### config.mk
export PLATFORM = sky130hd
export DESIGN_NAME = mcoms_resq
export DESIGN_NICKNAME = d
export VERILOG_FILES = /design/src/sv/mcoms_pkg.sv /design/src/sv/mcoms_resq.sv
export SDC_FILE = /design/constraint.sdc
export NUM_CORES = 1
export LEC_CHECK = 0
export BUFFER_PORTS_ARGS = -buffer_cell sky130_fd_sc_hd__buf_4
export CORE_MARGIN = 1
export CORE_UTILIZATION = 43
export DETAILED_ROUTE_END_ITERATION = 8
export PLACE_DENSITY = 0.73
export SYNTH_ARGS = -nofsm -noshare
export SYNTH_HDL_FRONTEND = slang
export SYNTH_SLANG_ARGS = --single-unit
### constraint.sdc
create_clock -name clk -period 1.3 [get_ports clk]
set_input_delay 0.26 -clock clk [delete_from_list [all_inputs] [get_ports clk]]
set_output_delay 0.26 -clock clk [all_outputs]
set_load 0.05 [all_outputs]
### src/sv/mcoms_pkg.sv
// Shared types, sizes and helpers for the masked context offer match store.
// No dependencies; every other file imports this package.
package mcoms_pkg;

  localparam int BUCKETS            = 256;
  localparam int ENTRIES_PER_BUCKET = 4;
  localparam int MAX_BRICKS         = 8;
  localparam int BRICK_BITS         = 8;

  localparam int LANES   = 8;
  localparam int LANE_W  = 8;
  localparam int VEC_W   = LANES * LANE_W;
  localparam int LEN_W   = 4;
  localparam int CNT_W   = 3;
  localparam int BKT_W   = $clog2(BUCKETS);
  localparam int FILL_W  = $clog2(ENTRIES_PER_BUCKET + 1);
  localparam int ENT_N   = BUCKETS * ENTRIES_PER_BUCKET;
  localparam int ENT_AW  = (ENT_N > 1) ? $clog2(ENT_N) : 1;

  localparam logic [LANE_W-1:0] LANE_MASK = LANE_W'((1 << BRICK_BITS) - 1);
  localparam logic [CNT_W-1:0]  CNT_MAX   = '1;

  localparam logic [1:0] OP_OFFER   = 2'd0;
  localparam logic [1:0] OP_REQUEST = 2'd1;

  typedef enum logic [1:0] {
    CLS_OFFER,
    CLS_REQUEST,
    CLS_OTHER
  } cls_t;

  typedef enum logic [1:0] {
    ST_STORED  = 2'd0,
    ST_COUNTED = 2'd1,
    ST_DROPPED = 2'd2,
    ST_UNKNOWN = 2'd3
  } status_t;

  typedef struct packed {
    cls_t              cls;
    logic [BKT_W-1:0]  bucket;
    logic [LEN_W-1:0]  len;
    logic [VEC_W-1:0]  ctx;
    logic [VEC_W-1:0]  msk;
  } item_t;

  typedef struct packed {
    status_t           status;
    logic [CNT_W-1:0]  count;
  } result_t;

  // key modulo BUCKETS, restoring remainder one key bit a step
  function automatic logic [BKT_W-1:0] bucket_of(logic [7:0] k);
    logic [8:0] r;
    int i;
    r = '0;
    for (i = 7; i >= 0; i--) begin
      r = {r[7:0], k[i]};
      if (r >= 9'(BUCKETS)) r = r - 9'(BUCKETS);
    end
    return r[BKT_W-1:0];
  endfunction

  // low BRICK_BITS of each lane below len
  function automatic logic [VEC_W-1:0] lanes_keep(logic [LEN_W-1:0] len);
    logic [VEC_W-1:0] k;
    int i;
    k = '0;
    for (i = 0; i < LANES; i++) begin
      if (i < MAX_BRICKS && LEN_W'(i) < len) k[i*LANE_W +: LANE_W] = LANE_MASK;
    end
    return k;
  endfunction

endpackage

### src/sv/mcoms_resq.sv
// Two-entry result queue between the back end and the result ports.
// Depends on mcoms_pkg.
module mcoms_resq import mcoms_pkg::*; (
  input  logic     clk,
  input  logic     rst,
  input  logic     res_push,
  input  result_t  res_in,
  output logic     res_full,
  input  logic     pop,
  output logic     empty,
  output result_t  res_out
);

  result_t     q [2];
  logic        wp;
  logic        rp;
  logic [1:0]  cnt;
  logic        wr;
  logic        rd;

  assign res_full = (cnt == 2'd2);
  assign empty    = (cnt == 2'd0);
  assign res_out  = q[rp];
  assign wr       = res_push && !res_full;
  assign rd       = pop && !empty;

  always_ff @(posedge clk) begin
    if (wr) q[wp] <= res_in;
  end

  always_ff @(posedge clk) begin
    if (rst) begin
      wp  <= 1'b0;
      rp  <= 1'b0;
      cnt <= 2'd0;
    end else begin
      if (wr) wp <= ~wp;
      if (rd) rp <= ~rp;
      cnt <= cnt + {1'b0, wr} - {1'b0, rd};
    end
  end

endmodule

==> key figures <==
CTS
  • Clock-pin slew on the worst setup and hold paths: 0.08 ns
  • CTS H-tree lvls: 1
  • CTS tree: built
  • CTS Buffer Depth: 2
  • Worst-Skew Late Latency: 0.27 ns
  • Num CTS Buffers: 3
  • Sink Count: 15
  • Clock root buffer: clkbuf_4

Drt
  • Drt wl/cell: around 13 um
  • Met3 wire length: roughly 49 um
  • DRT Pass-1 Iters: 4
  • Initial drt markers: 2
  • Top sig layer: met4
  • Via/cell ratio: just under 5
  • # DRC: 0
  • Antenna viol nets, final: 0
  • Final wirelength: between 1000 and 1500 um
  • M1 wire length: between 400 and 500 um
  • Via count: ~400
  • Metal2 WL: approximately 600 um

Logic synthesis
  • Leading area contributor after synthesis: edfxtp_1
  • Post-synth EDFFs: 10
  • Ranking of synthesized cells by area: edfxtp_1 51%, dfxtp_1 17%, mux2_2 9.5%
  • Ys flop type: edfxtp_1
  • Top post-synthesis cells by count: 10 x edfxtp_1, 5 x dfxtp_1, 5 x mux2_2, 4 x nor2_1, 3 x inv_1
  • Sequential share of the synthesized area: ~68%
  • Ys async rst share: 0%
  • Most frequent cell after synthesis: edfxtp_1
  • Post-Syn Area: approximately 590 um2
  • Synth Net Count: 53
  • Syn Inst Count: 42
  • Unique masters post-synth: 19
  • Syn Area/Cell: 14.1 um2
  • Synth top area share: just over 50%
  • Syn. warnings: 0
  • #FFs+latches synth: 15

Placed design
  • GP Congestion: 0.632
  • IO Port Bufs: 15
  • DP Cell Count: 77
  • DP HPWL: 796 um
  • Worst slack, placed: -0.286 ns

STA
  • Slew at the pin with the worst max-slew slack: 0.187 ns
  • Slew Limit Fails: 0
  • Crit share post-route: 120%
  • Slew HR: between 80% and 90%
  • Clock skew: roughly 0.0015 ns
  • TNS Setup: -1.51 ns
  • Final WS setup: -0.265 ns
  • RSZ-0062 raised after global routing: yes
  • Setup violations, final: 14
  • Min Tclk post-route: about 1.6 ns
  • Final Hold Fails: 0
  • FMAX: 639 MHz

Outcome
  • Violated checks: setup timing
  • Status: complete, but fails checks

Finish
  • Multi-input logic area: between 200 and 250 um2
  • Layout fillers: 72
  • Share of cells above drive strength 1: between 60% and 70%
  • NumNets Final: a little over 80
  • Post-Layout Cell Count: 83
  • Antenna diode count: 0
  • Area growth, synth to finish: 54.7%
  • Reg area: 407 um2
  • Post-layout util: roughly 77%

Critical path
  • Max stage delay cell, worst path: dfxtp_2
  • Worst-path fanout max: 3
  • Critical path launch point type: register
  • Worst Setup End Kind: register
  • Most used cell, CP: ha_1
  • Crit-path leading delay family: adder cells
  • Crit path kind: reg2reg
  • Reg-to-reg critical path endpoint: cnt[1]
  • Worst reg-to-reg path cell count: 7
  • CP arrival: approximately 1.8 ns
  • Worst reg2reg setup slack: -0.26 ns
  • CP bufs+invs: 1
  • Crit Reg-Reg Startpoint: cnt[1]
  • Critical path, cell by cell: o21a_1, ha_1, inv_1, ha_1, xor2_1, and2_1, nor3_2
  • CP max stage delay: between 0.3 and 0.4 ns
  • Req. time, crit path: around 1.5 ns

Pwr
  • P_leak: 0.403 nW
  • P per Cell Area: about 2300 mW/mm2
  • Clock share of power: about 12%
  • Sw Pwr: 0.807 mW
  • Reg power frac: between 30% and 40%
  • Int Pwr: 1.34 mW
  • Switch share: 37.7%
  • Power, Total: 2.14 mW
  • Peak supply drop: ~0.0014 V
  • Logic gate share of total power: 54.8%

Global routing
  • Total track usage: 17.6%
  • Grt ovf: 0
  • Number of global-route vias before repair: roughly 400
  • Largest net degree at the start of global routing: 9
  • Initial antenna violation count: 0
  • First-pass GRT wire length: roughly 1800 um

Min path
  • Hold_sp: res_in[0]
  • Worst Hold End: q[1][0]
  • Hold depth: 1
  • Hold crit path type: in2reg

Die
  • Core Footprint: ~0.0012 mm2
  • Chip width: around 40 um
  • Row Count: 12
  • Full die area: approximately 0.0015 mm2
  • Initial Util: 49.8%
  • Die height: slightly below 40 um
  • Top-Level Pins: 16

Flow run
  • Max Cap Violations: 0
-- metal layers --
| metal | track usage (%) | vias to the layer above |
|---|---|---|
| met5 | 0 | - |
| met4 | 7.76 | 0 |
| met3 | 4.62 | 4 |
| met2 | 30.8 | 11 |
| met1 | 19.8 | 187 |
| li1 | - | 202 |
-- what timing repair did --
item,4_1_cts,5_1_grt
setup endpoints to repair,14,14
buffers inserted,2,1
hold buffers,0,0
gates resized for setup,26,2
-- cell families (layout without fill, tap and decap cells) --
kind of cell / count (synthesis) / count (layout) / synth area share (%)
AO/OA/AOI/OAI: 3 / 3 / 2.96
buffers and inverters: 4 / 31 / 2.54
multiplexers: 5 / 5 / 9.53
XOR/XNOR: 2 / 2 / 2.97
AND/OR/NAND/NOR: 11 / 11 / 9.96
flip-flops: 15 / 15 / 67.8
adder cells (fa/ha/maj): 2 / 2 / 4.24
-- registers in the layout, indices dropped and copies added, names as in the netlist, named ones only --
signal and cells:
wp 1, rp 1, cnt 2, q 10
-- placed cells by master, fill, tap and decap left out, drive strengths merged --
master | synthesis | final
and2 | 1 | 1
xnor2 | 1 | 1
inv | 4 | 4
o21ai | 1 | 1
ha | 2 | 2
nand2b | 1 | 1
clkbuf | 0 | 4
nor2 | 4 | 4
edfxtp | 10 | 10
and3 | 1 | 1
o21a | 1 | 1
mux2 | 5 | 5
or3 | 1 | 1
buf | 0 | 23
dfxtp | 5 | 5
nor2b | 1 | 1
nand2 | 1 | 1
xor2 | 1 | 1
a21oi | 1 | 1
nor3 | 1 | 1
-- power by group through the flow --
stage	logic [mW]	clock network, mW	registers, mW
6_report	1.17	0.249	0.719
2_1_floorplan	0.612	0	0.697
3_5_place_dp	0.910	0	0.712
5_1_grt	1.24	0.281	0.729
4_1_cts	1.17	0.256	0.720
3_3_place_gp	0.895	0	0.703
-- worst max path at each step --
stage,startpoint,end,slack [ns],depth (start not counted)
finish,cnt[1],cnt[1],-0.26,7
global route,cnt[1],cnt[1],-0.32,7
CTS,cnt[0],cnt[1],-0.25,7
detailed placement,cnt[1],cnt[1],-0.29,7
global placement,cnt[0],cnt[1],-0.19,7
floorplan,cnt[1],cnt[1],-0.15,7
-- final cells by class --
class	instances	share of cell area, %
multi-input combinational	23	23.4
sequential	15	44.5
inverter	4	2.19
timing repair buffer	23	25.1
tap	14	1.92
clock buffer	4	2.88
-- through the flow --
step	hold slack (ns)	instance area [um2]
5_1_grt	0.156	913
3_5_place_dp	0.448	776
4_1_cts	0.166	911
6_report	0.171	913
2_1_floorplan	0.324	601
3_3_place_gp	0.445	776
(Power assumes the default switching activity.)
