**src/sv/mcoms_pkg.sv**
```systemverilog
// Shared types, sizes and helpers for the masked context offer match store.
// No dependencies; every other file imports this package.
package mcoms_pkg;

  localparam int BUCKETS            = 256;
  localparam int ENTRIES_PER_BUCKET = 4;
  localparam int MAX_BRICKS         = 8;
  localparam int BRICK_BITS         = 8;

  localparam int LANES   = 8;
  localparam int LANE_W  = 8;
  localparam int VEC_W   = LANES * LANE_W;
  localparam int LEN_W   = 4;
  localparam int CNT_W   = 3;
  localparam int BKT_W   = $clog2(BUCKETS);
  localparam int FILL_W  = $clog2(ENTRIES_PER_BUCKET + 1);
  localparam int ENT_N   = BUCKETS * ENTRIES_PER_BUCKET;
  localparam int ENT_AW  = (ENT_N > 1) ? $clog2(ENT_N) : 1;

  localparam logic [LANE_W-1:0] LANE_MASK = LANE_W'((1 << BRICK_BITS) - 1);
  localparam logic [CNT_W-1:0]  CNT_MAX   = '1;

  localparam logic [1:0] OP_OFFER   = 2'd0;
  localparam logic [1:0] OP_REQUEST = 2'd1;

  typedef enum logic [1:0] {
    CLS_OFFER,
    CLS_REQUEST,
    CLS_OTHER
  } cls_t;

  typedef enum logic [1:0] {
    ST_STORED  = 2'd0,
    ST_COUNTED = 2'd1,
    ST_DROPPED = 2'd2,
    ST_UNKNOWN = 2'd3
  } status_t;

  typedef struct packed {
    cls_t              cls;
    logic [BKT_W-1:0]  bucket;
    logic [LEN_W-1:0]  len;
    logic [VEC_W-1:0]  ctx;
    logic [VEC_W-1:0]  msk;
  } item_t;

  typedef struct packed {
    status_t           status;
    logic [CNT_W-1:0]  count;
  } result_t;

  // key modulo BUCKETS, restoring remainder one key bit a step
  function automatic logic [BKT_W-1:0] bucket_of(logic [7:0] k);
    logic [8:0] r;
    int i;
    r = '0;
    for (i = 7; i >= 0; i--) begin
      r = {r[7:0], k[i]};
      if (r >= 9'(BUCKETS)) r = r - 9'(BUCKETS);
    end
    return r[BKT_W-1:0];
  endfunction

  // low BRICK_BITS of each lane below len
  function automatic logic [VEC_W-1:0] lanes_keep(logic [LEN_W-1:0] len);
    logic [VEC_W-1:0] k;
    int i;
    k = '0;
    for (i = 0; i < LANES; i++) begin
      if (i < MAX_BRICKS && LEN_W'(i) < len) k[i*LANE_W +: LANE_W] = LANE_MASK;
    end
    return k;
  endfunction

endpackage

```
**src/sv/mcoms_front.sv**
```systemverilog
// Front end: classifies incoming requests and holds them in a two-entry queue.
// Depends on mcoms_pkg.
module mcoms_front import mcoms_pkg::*; (
  input  logic                clk,
  input  logic                rst,
  input  logic                push,
  output logic                full,
  input  logic [1:0]          operation,
  input  logic [7:0]          key,
  input  logic [LEN_W-1:0]    brick_count,
  input  logic [VEC_W-1:0]    brick_contexts,
  input  logic [VEC_W-1:0]    brick_masks,
  output logic                item_valid,
  output item_t               item,
  input  logic                item_take
);

  item_t       q [2];
  logic        wp;
  logic        rp;
  logic [1:0]  cnt;
  item_t       cls_item;
  logic [LEN_W-1:0] len_sat;
  logic [VEC_W-1:0] keep;
  logic        wr;
  logic        rd;

  always_comb begin
    len_sat = (brick_count > LEN_W'(MAX_BRICKS)) ? LEN_W'(MAX_BRICKS) : brick_count;
    keep    = lanes_keep(len_sat);
    case (operation)
      OP_OFFER:   cls_item.cls = CLS_OFFER;
      OP_REQUEST: cls_item.cls = CLS_REQUEST;
      default:    cls_item.cls = CLS_OTHER;
    endcase
    cls_item.bucket = bucket_of(key);
    cls_item.len    = len_sat;
    cls_item.ctx    = brick_contexts & keep;
    cls_item.msk    = brick_masks & keep;
  end

  assign full       = (cnt == 2'd2);
  assign item_valid = (cnt != 2'd0);
  assign item       = q[rp];
  assign wr         = push && !full;
  assign rd         = item_take && item_valid;

  always_ff @(posedge clk) begin
    if (wr) q[wp] <= cls_item;
  end

  always_ff @(posedge clk) begin
    if (rst) begin
      wp  <= 1'b0;
      rp  <= 1'b0;
      cnt <= 2'd0;
    end else begin
      if (wr) wp <= ~wp;
      if (rd) rp <= ~rp;
      cnt <= cnt + {1'b0, wr} - {1'b0, rd};
    end
  end

endmodule

```
**config.mk**
```make
export PLATFORM = sky130hd
export DESIGN_NAME = mcoms_front
export DESIGN_NICKNAME = d
export VERILOG_FILES = /design/src/sv/mcoms_pkg.sv /design/src/sv/mcoms_front.sv
export SDC_FILE = /design/constraint.sdc
export NUM_CORES = 1
export LEC_CHECK = 0
export BUFFER_PORTS_ARGS = -buffer_cell sky130_fd_sc_hd__buf_2
export CORE_MARGIN = 4
export CORE_UTILIZATION = 57
export DETAILED_ROUTE_END_ITERATION = 6
export PLACE_DENSITY = 0.9
export SKIP_LAST_GASP = 1
export SLEW_MARGIN = 0
export SYNTH_ARGS = -nofsm -noshare
export SYNTH_HDL_FRONTEND = slang
export SYNTH_SLANG_ARGS = --single-unit
```
**constraint.sdc**
```tcl
create_clock -name clk -period 9.7 [get_ports clk]
set_clock_uncertainty 0.15 [all_clocks]
set_input_delay 0.97 -clock clk [delete_from_list [all_inputs] [get_ports clk]]
set_output_delay 0.97 -clock clk [all_outputs]
set_load 0.01 [all_outputs]
```
==> flow_metrics.py <==
metrics = {
    "global_route": {
        "grtUsageTotal": 0.196,
        "antenna_found_initial": 4,
        "grt_pass1_wl_mm": 34.2,
        "grt_max_degree": 83,
        "first_global_vias": 6471,
        "grt_overflow_total": 0,
    },
    "yosys": {
        "ys_warn_count": 0,
        "netlist.area_leader.share": 0.748,
        "dominantRegCellSynth": "edfxtp_1",
        "yosysTopAreaCell": "edfxtp_1",
        "ys_top_cells_by_area": "edfxtp_1 (75%), mux2_2 (14%), nor2b_1 (6.4%), and2_1 (0.93%), buf_2 (0.92%)",
        "syn_area_per_cell_um2": 18.3,
        "ys_seq_area_frac": 0.756,
        "syn_nets": 770,
        "ys_ff_latch": 289,
        "synth_enable_flop_cells": 284,
        "synth_common_cells": "edfxtp_1 (284), mux2_2 (142), nor2b_1 (117)",
        "async_reset_ff_frac": 0,
        "yosysMostFrequentCell": "edfxtp_1",
        "netlist-cell-type-count": 28,
        "syn_inst": 622,
        "synth_area_um2": 11400,
    },
    "power": {
        "p_comb_frac": 0.244,
        "p_leak_nw": 5.32,
        "internal-power_mw": 2.68,
        "power_density_nw_per_um2": 261,
        "p_sw_mw": 0.986,
        "power_frac_seq": 0.461,
        "clkPwrFrac": 0.295,
        "ir_drop_mv": 0.164,
        "p_sw_frac": 0.269,
    },
    "timing": {
        "slew_viol_final": 0,
        "slew_headroom": 0.231,
        "min_period_ps": 4180,
        "layout_worst_path_cycle_share": 0.431,
        "hold_viol_final": 0,
        "setup_viol": 0,
        "worst_pin_slew_ps": 1150,
        "rsz0062_at_grt": "no",
        "fmax_mhz": 239,
        "fin_setup_tns_ps": 0,
    },
    "cts": {
        "cts_setup_buffers": 0,
        "postCtsResizedCells": 0,
        "cts_tree": "built",
        "postCtsHoldBufs": 0,
        "cts_made_buffers": 29,
        "root_buffer": "clkbuf_16",
        "htree_num_levels": 1,
        "clkTransAtPathRegs_ps": 60,
        "clk_latency_ps": 520,
        "cts_num_sinks": 289,
        "cts_buffer_depth": 3,
    },
    "worst_setup_path": {
        "crit_type": "reg2out",
        "reg2reg_slack_ps": 6700,
        "required_ps": 8580,
        "max_stage_delay_ps": 900,
        "critical_path.startpoint_type": "flip-flop",
        "r2r_cells": 5,
        "reg2reg_to": "q[0][42]",
        "crit_path_max_fanout": 82,
        "critPathSlowestCell": "buf_4",
        "crit_path_end_kind": "primary output",
        "reg2reg_from": "cnt[0]",
        "crit_chain": "buf_4 -> mux2_2 -> buf_2",
        "cp_top_family": "buffers and inverters",
        "cp.arrival_ps": 3060,
        "cp_num_buf_inv": 2,
    },
    "cells_and_area": {
        "syn_to_final_growth_pct": 22.9,
        "final_cells": 1204,
        "fill_cells": 1183,
        "drive_gt1_frac": 0.517,
        "multi_input_area_um2": 2630,
        "nets": 1064,
        "area.sequential_um2": 8630,
    },
    "hold_path": {
        "whs_path_depth": 2,
        "hold_class": "reg2reg",
        "min_to": "wp",
        "hold_start": "wp",
    },
    "routing": {
        "drt-initial-drc-count": 278,
        "vias_per_cell": 5.23,
        "drc": 0,
        "vias": 6292,
        "ant_nets": 0,
        "routedWlPerCell_um": 19.0,
        "dr.pass1.iters": 5,
        "routed_wl_mm": 22.9,
    },
    "floorplan": {
        "die_h_um": 149,
        "io_pins": 290,
        "dieArea_um2": 22300,
        "fp-row-count": 51,
        "start_util": 0.582,
        "die_w_um": 149,
        "coreArea_um2": 19600,
    },
    "place": {
        "post-dp-hpwl_mm": 15.2,
        "port-buffer-count": 289,
        "placedCellCount": 1150,
        "gp_congestion": 0.756,
    },
    "outcome": {
        "status": "complete, no violations",
    },
    "run": {
        "drv_cap": 0,
    },
}
-- state kept, by name, summed over array words and instances, names as in the netlist, named ones only --
| name | count |
|---|---|
| wp | 1 |
| cnt | 2 |
| rp | 1 |
| q | 284 |
-- metrics by stage --
step | hold slack, ps | setup WS, ps | cell area, µm² | total power [mW] | utilization
6_report | 358 | 5520 | 14000 | 3.67 | 0.716
5_1_grt | 353 | 5400 | 14000 | 3.83 | 0.716
4_1_cts | 346 | 5560 | 14000 | 3.70 | 0.716
3_5_place_dp | 332 | 6110 | 13100 | 2.62 | 0.668
3_3_place_gp | 329 | 6130 | 13100 | 2.59 | 0.668
2_1_floorplan | 302 | 4750 | 11400 | 2.28 | -
-- area by class of cell --
class / instances / share of cell area
diodes: 2 / 0.000357
clock buffers: 33 / 0.0528
clock inverters: 19 / 0.0137
inverters: 4 / 0.00143
multi-input cells: 300 / 0.188
flip-flops and latches: 289 / 0.616
well taps: 265 / 0.0236
repair buffers: 292 / 0.105
-- worst min-delay path: stages (launching register included) --
cell,delay (ps)
dfxtp_1,320
o21ai_0,80
a21oi_1,60
-- metal layers --
layer	share of wire	GRT usage	routed length, µm
met1	0.38	0.240	8680
met2	0.51	0.347	11700
met3	0.086	0.0503	1970
met4	0.022	0.0554	501
met5	0.00092	0	21
-- cell usage in the layout (no fill, tap or decap), types with 2 or more instances in the layout --
cell type / n
and2_1: 17
buf_2: 289
buf_4: 3
bufinv_16: 4
clkbuf_1: 4
clkbuf_16: 29
clkinv_1: 9
clkinv_2: 4
dfxtp_1: 4
diode_2: 2
edfxtp_1: 284
ha_1: 2
inv_1: 3
inv_6: 2
mux2_2: 142
nor2_1: 3
nor2_2: 2
nor2b_1: 117
o21a_1: 2
-- cell families after synthesis --
family / after synthesis / share of synthesized area
flip-flops: 289 / 0.756
AO/OA/AOI/OAI: 7 / 0.00515
multiplexers: 142 / 0.140
adder cells (fa/ha/maj): 2 / 0.00219
buffers and inverters: 33 / 0.0133
XOR/XNOR: 2 / 0.00154
AND/OR/NAND/NOR: 147 / 0.0813
-- worst max path at each step --
stage / cells after the start / to / slack, ps
3_3_place_gp: 3 / item[18] / 6130
2_1_floorplan: 1 / q[1][0] / 4750
4_1_cts: 3 / item[129] / 5560
3_5_place_dp: 3 / item[18] / 6110
6_report: 3 / item[111] / 5520
5_1_grt: 3 / item[111] / 5400
-- power groups by stage --
stage	Combinational [mW]	Sequential, mW	Clock, mW
after global routing	0.965	1.71	1.16
final	0.895	1.69	1.08
after floorplan	0.600	1.68	0
after global placement	0.886	1.70	0
after CTS	0.909	1.69	1.10
after detailed placement	0.902	1.72	0
(Power assumes the default switching activity.)
